[src/sils_pkg.sv]
`timescale 1ns / 1ps
package sils_pkg;
	localparam int MaxUnknowns  = 16;
	localparam int ValueBits    = 32;
	localparam int FractionBits = 16;
	localparam int OmegaBits    = 16;

	typedef enum logic [1:0] {
		ACT_LOAD_A = 2'd0,
		ACT_LOAD_B = 2'd1,
		ACT_START  = 2'd2,
		ACT_NONE   = 2'd3
	} action_t;

	typedef enum logic [1:0] {
		METH_JACOBI = 2'd0,
		METH_GS     = 2'd1,
		METH_SOR    = 2'd2,
		METH_OTHER  = 2'd3
	} method_t;

	typedef enum logic [1:0] {
		OUT_CONVERGED = 2'd0,
		OUT_LIMIT     = 2'd1,
		OUT_ZERO_DIAG = 2'd2
	} outcome_t;

	localparam int CfgMethod = 0;
	localparam int CfgOmega  = 1;
	localparam int CfgTol    = 2;
	localparam int CfgMaxIt  = 3;
	localparam int CfgSize   = 4;

	typedef enum logic [3:0] {
		ST_IDLE,
		ST_DIAG,
		ST_ROW_INIT,
		ST_MAC_MUL,
		ST_MAC_ACC,
		ST_DIV,
		ST_SOR_MUL,
		ST_UPDATE,
		ST_JAC_COPY,
		ST_SWEEP_END,
		ST_EMIT
	} state_t;

	// controller to datapath
	typedef struct packed {
		logic init;       // clear solution and largest change
		logic diag_rd;    // read diagonal at row_idx
		logic row_init;   // read A[i][0]; rhs enters the accumulator at the first mac_mul
		logic mac_mul;    // multiply A*x
		logic mac_acc;    // subtract product
		logic div_start;  // launch divider
		logic sor_mul;    // omega multiply
		logic update;     // write x; in-place methods also track change
		logic jac_copy;   // Jacobi copy-back with change
		logic sweep_clr;  // clear largest change
		logic emit;       // drive a result
	} cmd_t;

	// datapath to controller
	typedef struct packed {
		logic diag_zero;
		logic div_done;
		logic converged;
	} stat_t;
endpackage

[src/sils_controller.sv]
`timescale 1ns / 1ps
module sils_controller
	import sils_pkg::*;
#(
	parameter int MAX_UNKNOWNS = MaxUnknowns
) (
	input  logic                            clk,
	input  logic                            arst_n,
	input  logic                            go,
	input  method_t                         meth,
	input  logic [15:0]                     max_it,
	input  logic [4:0]                      size,
	input  stat_t                           stat,
	output cmd_t                            cmd,
	output logic [$clog2(MAX_UNKNOWNS)-1:0] row_idx,
	output logic [$clog2(MAX_UNKNOWNS)-1:0] col_idx,
	output logic                            col_skip,
	output logic                            busy,
	output logic                            strobe,
	output logic                            last,
	output outcome_t                        outcome,
	output logic [15:0]                     iterations_used
);
	localparam int IB = $clog2(MAX_UNKNOWNS);
	localparam int LimN = (MAX_UNKNOWNS < 16) ? MAX_UNKNOWNS : 16;

	state_t          state_q, state_n;
	logic [IB-1:0]   row_q, col_q;
	logic [IB-1:0]   nm1_q;
	logic [15:0]     sweeps_q, limit_q;
	outcome_t        out_q;
	logic            inplace_q;
	logic            diag_wait_q;

	assign row_idx  = row_q;
	assign col_idx  = col_q;
	assign col_skip = (col_q == row_q);
	assign busy     = (state_q != ST_IDLE);
	assign iterations_used = sweeps_q;
	assign outcome  = out_q;

	always_comb begin
		state_n = state_q;
		unique case (state_q)
			ST_IDLE:      if (go) state_n = ST_DIAG;
			ST_DIAG:      if (diag_wait_q) begin
				if (stat.diag_zero) state_n = ST_EMIT;
				else if (row_q == nm1_q) state_n = ST_ROW_INIT;
			end
			ST_ROW_INIT:  state_n = ST_MAC_MUL;
			ST_MAC_MUL:   state_n = ST_MAC_ACC;
			ST_MAC_ACC:   state_n = (col_q == nm1_q) ? ST_DIV : ST_MAC_MUL;
			ST_DIV:       if (stat.div_done) state_n = ST_SOR_MUL;
			ST_SOR_MUL:   state_n = ST_UPDATE;
			ST_UPDATE:    if (row_q == nm1_q) state_n = inplace_q ? ST_SWEEP_END : ST_JAC_COPY;
				else state_n = ST_ROW_INIT;
			ST_JAC_COPY:  if (row_q == nm1_q) state_n = ST_SWEEP_END;
			ST_SWEEP_END: state_n = (stat.converged || sweeps_q >= limit_q) ? ST_EMIT
				: ST_ROW_INIT;
			ST_EMIT:      if (row_q == nm1_q) state_n = ST_IDLE;
			default:      state_n = ST_IDLE;
		endcase
	end

	always_comb begin
		cmd = '0;
		strobe = 1'b0;
		last = 1'b0;
		unique case (state_q)
			ST_IDLE:      cmd.init = go;
			ST_DIAG:      cmd.diag_rd = 1'b1;
			ST_ROW_INIT:  cmd.row_init = 1'b1;
			ST_MAC_MUL:   cmd.mac_mul = 1'b1;
			ST_MAC_ACC:   begin
				cmd.mac_acc = 1'b1;
				cmd.diag_rd = (col_q == nm1_q);
				cmd.div_start = 1'b0;
			end
			ST_DIV:       cmd.div_start = diag_wait_q;
			ST_SOR_MUL:   cmd.sor_mul = 1'b1;
			ST_UPDATE:    cmd.update = 1'b1;
			ST_JAC_COPY:  cmd.jac_copy = 1'b1;
			ST_SWEEP_END: cmd.sweep_clr = !(stat.converged || sweeps_q >= limit_q);
			ST_EMIT:      begin
				cmd.emit = 1'b1;
				strobe = 1'b1;
				last = (row_q == nm1_q);
			end
			default:      cmd = '0;
		endcase
	end

	always_ff @(posedge clk or negedge arst_n) begin
		if (!arst_n) begin
			state_q     <= ST_IDLE;
			row_q       <= '0;
			col_q       <= '0;
			nm1_q       <= '0;
			sweeps_q    <= '0;
			limit_q     <= 16'd1;
			out_q       <= OUT_CONVERGED;
			inplace_q   <= 1'b0;
			diag_wait_q <= 1'b0;
		end else begin
			state_q <= state_n;
			unique case (state_q)
				ST_IDLE: if (go) begin
					row_q       <= '0;
					col_q       <= '0;
					sweeps_q    <= '0;
					diag_wait_q <= 1'b0;
					limit_q     <= (max_it == '0) ? 16'd1 : max_it;
					inplace_q   <= (meth == METH_GS) || (meth == METH_SOR);
					if (size == '0) nm1_q <= '0;
					else if (size > 5'(LimN)) nm1_q <= IB'(LimN - 1);
					else nm1_q <= IB'(size - 1'b1);
				end
				ST_DIAG: begin
					// diag_wait_q toggles: first the read is issued, then the registered entry is checked
					diag_wait_q <= !diag_wait_q;
					if (diag_wait_q) begin
						if (stat.diag_zero) begin
							out_q <= OUT_ZERO_DIAG;
							row_q <= '0;
						end else if (row_q == nm1_q) begin
							row_q    <= '0;
							sweeps_q <= 16'd1;
						end else begin
							row_q <= row_q + 1'b1;
						end
					end
				end
				ST_ROW_INIT: col_q <= '0;
				ST_MAC_ACC: begin
					if (col_q != nm1_q) col_q <= col_q + 1'b1;
					diag_wait_q <= 1'b1;
				end
				ST_DIV: diag_wait_q <= 1'b0;
				ST_UPDATE: row_q <= (row_q == nm1_q) ? '0 : row_q + 1'b1;
				ST_JAC_COPY: row_q <= (row_q == nm1_q) ? '0 : row_q + 1'b1;
				ST_SWEEP_END: begin
					row_q <= '0;
					if (stat.converged) out_q <= OUT_CONVERGED;
					else if (sweeps_q >= limit_q) out_q <= OUT_LIMIT;
					else sweeps_q <= sweeps_q + 1'b1;
				end
				ST_EMIT: row_q <= row_q + 1'b1;
				default: row_q <= row_q;
			endcase
		end
	end

	property p_emit_bounded;
		@(posedge clk) disable iff (!arst_n) strobe |-> row_q <= nm1_q;
	endproperty
	a_emit_bounded: assert property (p_emit_bounded) else $error("emit row past size");

	property p_last_idle;
		@(posedge clk) disable iff (!arst_n) (strobe && last) |=> !busy;
	endproperty
	a_last_idle: assert property (p_last_idle) else $error("still busy after last");

	property p_sweeps_limit;
		@(posedge clk) disable iff (!arst_n) busy |-> sweeps_q <= limit_q;
	endproperty
	a_sweeps_limit: assert property (p_sweeps_limit) else $error("sweep count over limit");
endmodule

[config.mk]
export PLATFORM = sky130hd
export DESIGN_NAME = sils_controller
export DESIGN_NICKNAME = d
export VERILOG_FILES = /design/src/sils_pkg.sv /design/src/sils_controller.sv
export SDC_FILE = /design/constraint.sdc
export NUM_CORES = 1
export LEC_CHECK = 0
export BUFFER_PORTS_ARGS = -buffer_cell sky130_fd_sc_hd__buf_2
export CAP_MARGIN = 20
export CORE_MARGIN = 4
export CORE_UTILIZATION = 50
export CTS_CLUSTER_DIAMETER = 150
export CTS_CLUSTER_SIZE = 30
export DETAILED_ROUTE_END_ITERATION = 12
export GPL_TIMING_DRIVEN = 0
export PLACE_DENSITY = 0.79
export SYNTH_ARGS = -nofsm -noshare
export SYNTH_HDL_FRONTEND = slang
export SYNTH_SLANG_ARGS = --single-unit
[constraint.sdc]
create_clock -name clk -period 2.4 [get_ports clk]
set_input_delay 0.12 -clock clk [delete_from_list [all_inputs] [get_ports clk]]
set_output_delay 0.12 -clock clk [all_outputs]
set_load 0.01 [all_outputs]
Word-level counts from Yosys, hierarchy flattened --
Cells that the tools add are included.
Cells by class: order comparisons 2, reductions and logical operators 21, mux-type cells 48, equality and inequality tests 29, add/sub/neg operators 4
Operators by type and width (count):
- $mux 16 | 7
- $mux 4 | 16
- $pmux 16 s3 | 1
- $pmux 4 s11 | 1
- $ne 2x2->1 const B | 11
- $pmux 4 s5 | 1
- $add 16x1->16 const B | 1
- $eq 4x3->1 const B | 4
- $ge 16x16->1 | 1
- $logic_not 16->1 | 1
- $mux 1 | 13
- $eq 4x4->1 | 3
- $eq 4x4->1 const B | 3
- $pmux 4 s3 | 1
- $add 4x1->4 const B | 2
- $eq 4x2->1 const B | 2
- $mux 2 | 4
- $reduce_bool 4->1 | 2
- $reduce_and 7->1 | 1
- $ne 3x3->1 const B | 2
- $reduce_and 3->1 | 2
- $reduce_and 6->1 | 1
- $reduce_bool 3->1 | 2
- $gt 5x5->1 const B | 1
- other kinds (18) | 21
Storage, ports and cells: bits of input ports 29, flip-flop bits (word level) 52

Logic depth before layout (Yosys ltp) --
depth in word-level cells 5, gate-level depth with buffers 10, depth with buffers taken out 8

Worst setup path before layout --
No wires, ideal clock.
path kind register to register, start point reg sweeps_q[0] (netlist: iterations_used[0]), end point reg sweeps_q[0] (netlist: iterations_used[0]), data arrival time 2.497 ns, setup slack -0.225 ns, stages on the path, launching flop included 10, path buffers 1, path through dfrtp_1 -> inv_1 -> ha_1 -> nand2b_4 -> a2111oi_4 -> a2111oi_4 -> or4_4 -> buf_6 -> a21oi_1 -> mux2_1
Between the ends: word-level cells in the longest chain between the ends 4, elaborated cells on any way between the ends 7, those cells by class 1 x add/sub; 1 x order compare; 1 x eq/ne; 3 x mux; 1 x reduce/logical
Ends and longest elaborated chain:
- start, declared | RTL line sils_controller.sv:30 | logic [15:0] sweeps_q, limit_q;
- start signal, assigned | RTL line sils_controller.sv:145 | else sweeps_q <= sweeps_q + 1'b1;
- start signal, assigned | RTL line sils_controller.sv:164 | @(posedge clk) disable iff (!arst_n) busy |-> sweeps_q <= limit_q;
- $add 16x1->16 | RTL line sils_controller.sv:145
- $mux 16 | RTL line sils_controller.sv:144 | else if (sweeps_q >= limit_q) out_q <= OUT_LIMIT;
- $mux 16 | RTL line sils_controller.sv:143 | if (stat.converged) out_q <= OUT_CONVERGED;
- $pmux 16 s3 | RTL line sils_controller.sv:106 | unique case (state_q)
Several ways; a longest one is shown, not always the timed one. The select of a mux whose other input is x is not followed. A chain may end at the register's enable or synchronous reset.

Final worst setup path --
start point reg sweeps_q[7] (netlist: iterations_used[7]), end point reg sweeps_q[0] (netlist: iterations_used[0])
Between the ends: word-level cells in the longest chain between the ends 3
Ends and longest elaborated chain (RTL line):
- $ge 16x16->1 | sils_controller.sv:144
- $ne 2x2->1 (no source line)
- $reduce_and 7->1 (no source line)
Every way passes these cells.

==> flow_summary.rst <==
.. list-table::
   :header-rows: 1

   * - Metric
     - Value
   * - Placeable core region
     - 0.00649 mm2
   * - Final Instance Area
     - 0.00432 mm2
   * - Count of clock tree sinks
     - 52
   * - Post-layout net count
     - 546
   * - Worst-case setup slack after placement
     - -0.264 ns
   * - Worst setup margin
     - -0.358 ns
   * - Status
     - finished with violations
   * - Total overflow reported by the global router
     - 0
   * - Initial standard-cell utilization of the core
     - 52.6%
   * - Port-buffer cells
     - 69
   * - Crit path required time
     - 2.59 ns
   * - Crit start category
     - flop
   * - Commonest non-fill, non-tap cell in the layout
     - buf_2
   * - Total Routed Length
     - 9.66 mm
   * - Synthesized area divided by synthesized cell count
     - 8.59 um2
   * - Number of register bits inferred by synthesis
     - 52
   * - Commonest non-fill, non-tap cells in the layout
     - buf_2 (71), nand2_1 (53), dfrtp_1 (41)
   * - CTS tree
     - done
   * - I/O pin total
     - 70
   * - Share of cells above drive strength 1
     - 29.9%
   * - Worst-Margin Slew
     - 0.824 ns
   * - CTS Buf Count
     - 5
   * - Area Overhead vs Synth
     - 26.4%
   * - Length of the first detailed-routing pass in iterations
     - 5
   * - Setup-violating endpoint count in the final report
     - 18
   * - Arrival @ worst endpoint
     - 2.95 ns
   * - Yosys top cell area share
     - 37.3%
   * - Peak ir drop on the vdd network
     - 0.372 mV
   * - Setup repair after global routing missed its margin
     - true
   * - Count of warnings emitted by yosys
     - 0
   * - Peak fanout along the critical path
     - 9
   * - Routed wirelength normalized by instance count
     - 16.8 um
   * - Capturing instance or port of the critical path
     - iterations_used[0]
   * - Post-route clock skew
     - 0.0105 ns
   * - Depth of the worst register-to-register path
     - 9
   * - Worst reg2reg setup slack
     - -0.36 ns
   * - Static leakage power
     - 2.07 nW
   * - H-tree depth reported by CTS
     - 2
   * - Clock root buffer
     - clkbuf_8
   * - Capturing element type of the critical path
     - flop
   * - Proportion of synthesized flip-flops having asynchronous set or reset
     - 100%
   * - Setup crit start
     - iterations_used[7]
   * - Top post-synthesis cells by area
     - dfrtp_1 (37%), ha_1 (7.3%), nand2_1 (5.8%)
   * - GP Congestion
     - 0.881
   * - Maximum number of pins on one net before global-route repair
     - 37
   * - Critical path class
     - flop to flop
   * - Largest buffer count on any clock path
     - 2
   * - Clock latency at the later pin of the worst-skew pair
     - 0.30 ns
   * - Fraction of the yosys area taken by sequential cells
     - 38.1%
   * - Power density over cell area
     - 873 mW/mm2
   * - Std-Cell Rows
     - 29
   * - DRC viols
     - 0
   * - Worst relative slew slack
     - 44.5%
   * - Net count of the mapped netlist
     - 447
   * - Worst r2r dst
     - iterations_used[0]
   * - Class of the most critical hold timing path
     - input pin to flop
   * - Most area-hungry cell type in the Yosys netlist
     - dfrtp_1
   * - Maximum operating frequency
     - 0.363 GHz
   * - Per-cell via count in the routed design
     - 6.08
   * - Height of the die
     - 90.7 um
   * - Antenna violation net count after detailed routing
     - 0
   * - Cell area reported after detailed placement
     - 0.00391 mm2
   * - Max-slew violation count
     - 0
   * - Detail Placement HPWL
     - 6.80 mm
   * - Worst hold start
     - max_it[9]
   * - Horiz. Die Dim
     - 90.7 um
   * - Vias in the first global route
     - 3136
   * - Fillcell total
     - 531
   * - Final critical path time including I/O delays and setup
     - 2.76 ns
   * - Global-route wire length before repair
     - 15.1 mm
   * - Violated checks
     - negative setup slack
   * - Total standard cell area after synthesis
     - 0.00342 mm2
   * - Gate Count Post-Synth
     - 398
   * - Antenna violations before repair
     - 0
   * - DIE AREA
     - 0.00822 mm2
   * - Final period util
     - 115%
   * - Number of DRC violations after detailed-routing iteration 0
     - 287
   * - Vias post-DR
     - 3495
   * - Source of the worst register-to-register timing path
     - iterations_used[7]
   * - Final-report hold violation count
     - 0
   * - Clock transition at the register clock pins on the worst setup and hold paths after CTS
     - 0.10 ns
   * - Primary flip-flop cell chosen by synthesis mapping
     - dfrtp_1
   * - Number of inserted diodes
     - 0
   * - Number of synthesized flops with an enable pin
     - 0
   * - Library cells used by synthesis
     - 62
   * - Maxcap violations
     - 0
   * - Total track usage
     - 22.0%
-- how the worst min path moves through the flow --
stage | to | slack, ns | depth (start not counted)
floorplan | col_idx[0] | -0.18 | 0
global placement | limit_q[3] | 0.34 | 3
detailed placement | col_idx[3] | 0.08 | 1
CTS | limit_q[8] | 0.04 | 3
global route | limit_q[11] | 0.05 | 3
finish | limit_q[9] | 0.04 | 3
-- repair_timing --
item | 4_1_cts | 5_1_grt
gates resized for setup | 13 | 25
pin swaps | 7 | 15
endpoints found under the hold margin | 16 | 0
buffers inserted | 7 | 15
endpoints found under the setup margin | 20 | 21
hold buffers | 1 | 0
-- power by group --
group | internal (mW) | total [mW] | switching [mW]
sequential | 1.13 | 1.31 | 0.175
combinational | 0.775 | 1.97 | 1.20
clock | 0.206 | 0.490 | 0.284
-- cells by family (layout without fill, tap and decap cells) --
kind of cell,after synthesis,in the layout,share of synthesized area [%]
simple gates,151,151,21.7
fa+ha+maj,22,22,7.91
xor+xnor,16,16,4.10
mux,4,4,1.24
buf+inv,49,149,5.82
compound gates,104,104,21.1
flops,52,52,38.1
-- stage by stage --
step / cells / hold slack [ns] / power, mW / setup TNS [ns] / utilization, %
2_1_floorplan: 398 / -0.176 / 2.58 / -0.173 / -
3_3_place_gp: 544 / 0.339 / 3.01 / -2.16 / 59.9
3_5_place_dp: 545 / 0.0817 / 3.10 / -2.73 / 60.2
4_1_cts: 561 / 0.0421 / 3.67 / -5.06 / 63.3
5_1_grt: 575 / 0.0458 / 4.06 / -5.19 / 66.5
6_report: 575 / 0.0422 / 3.77 / -4.31 / 66.5
-- flip-flops by register name (all words and copies together), names as in the netlist --
name             cells
col_idx              4
diag_wait_q          1
inplace_q            1
iterations_used     16
limit_q             16
nm1_q                4
outcome              2
row_idx              4
state_q              4
-- final cells by class --
type	count	area (um2)	share of cell area, %
sequential	52	1320	30.4
buffer	19	98.8	2.29
timing repair buffer	92	537	12.4
clock buffer	7	76.3	1.77
multi-input combinational	297	2080	48.1
tap	77	96.3	2.23
clock inverter	1	5.00	0.116
inverter	30	113	2.61
-- worst max-delay path: stages, from the launching register on --
cell	delay (ns)
dfrtp_2	0.47
ha_1	0.36
a21oi_1	0.19
o21a_1	0.17
o22ai_2	0.13
or4_4	0.55
buf_6	0.15
buf_6	0.15
a21oi_4	0.16
mux2_4	0.31
-- synthesized netlist by cell type (all sizes together), types with 10 or more instances --
cell type	n
a21oi	19
clkbuf	13
dfrtp	51
ha	20
inv	30
nand2	53
nand3	10
nor2	25
nor3	19
nor4	10
o21ai	36
xor2	15
-- routing by layer --
layer | vias up | global-route usage [%] | share of wire (%)
met3 | 31 | 3.08 | 6.8
li1 | 1629 | - | -
met1 | 1649 | 30.2 | 43
met5 | - | 0 | 0
met4 | 0 | 6.63 | 2.4
met2 | 186 | 36.0 | 48
Power figures use the tool's default switching activity.
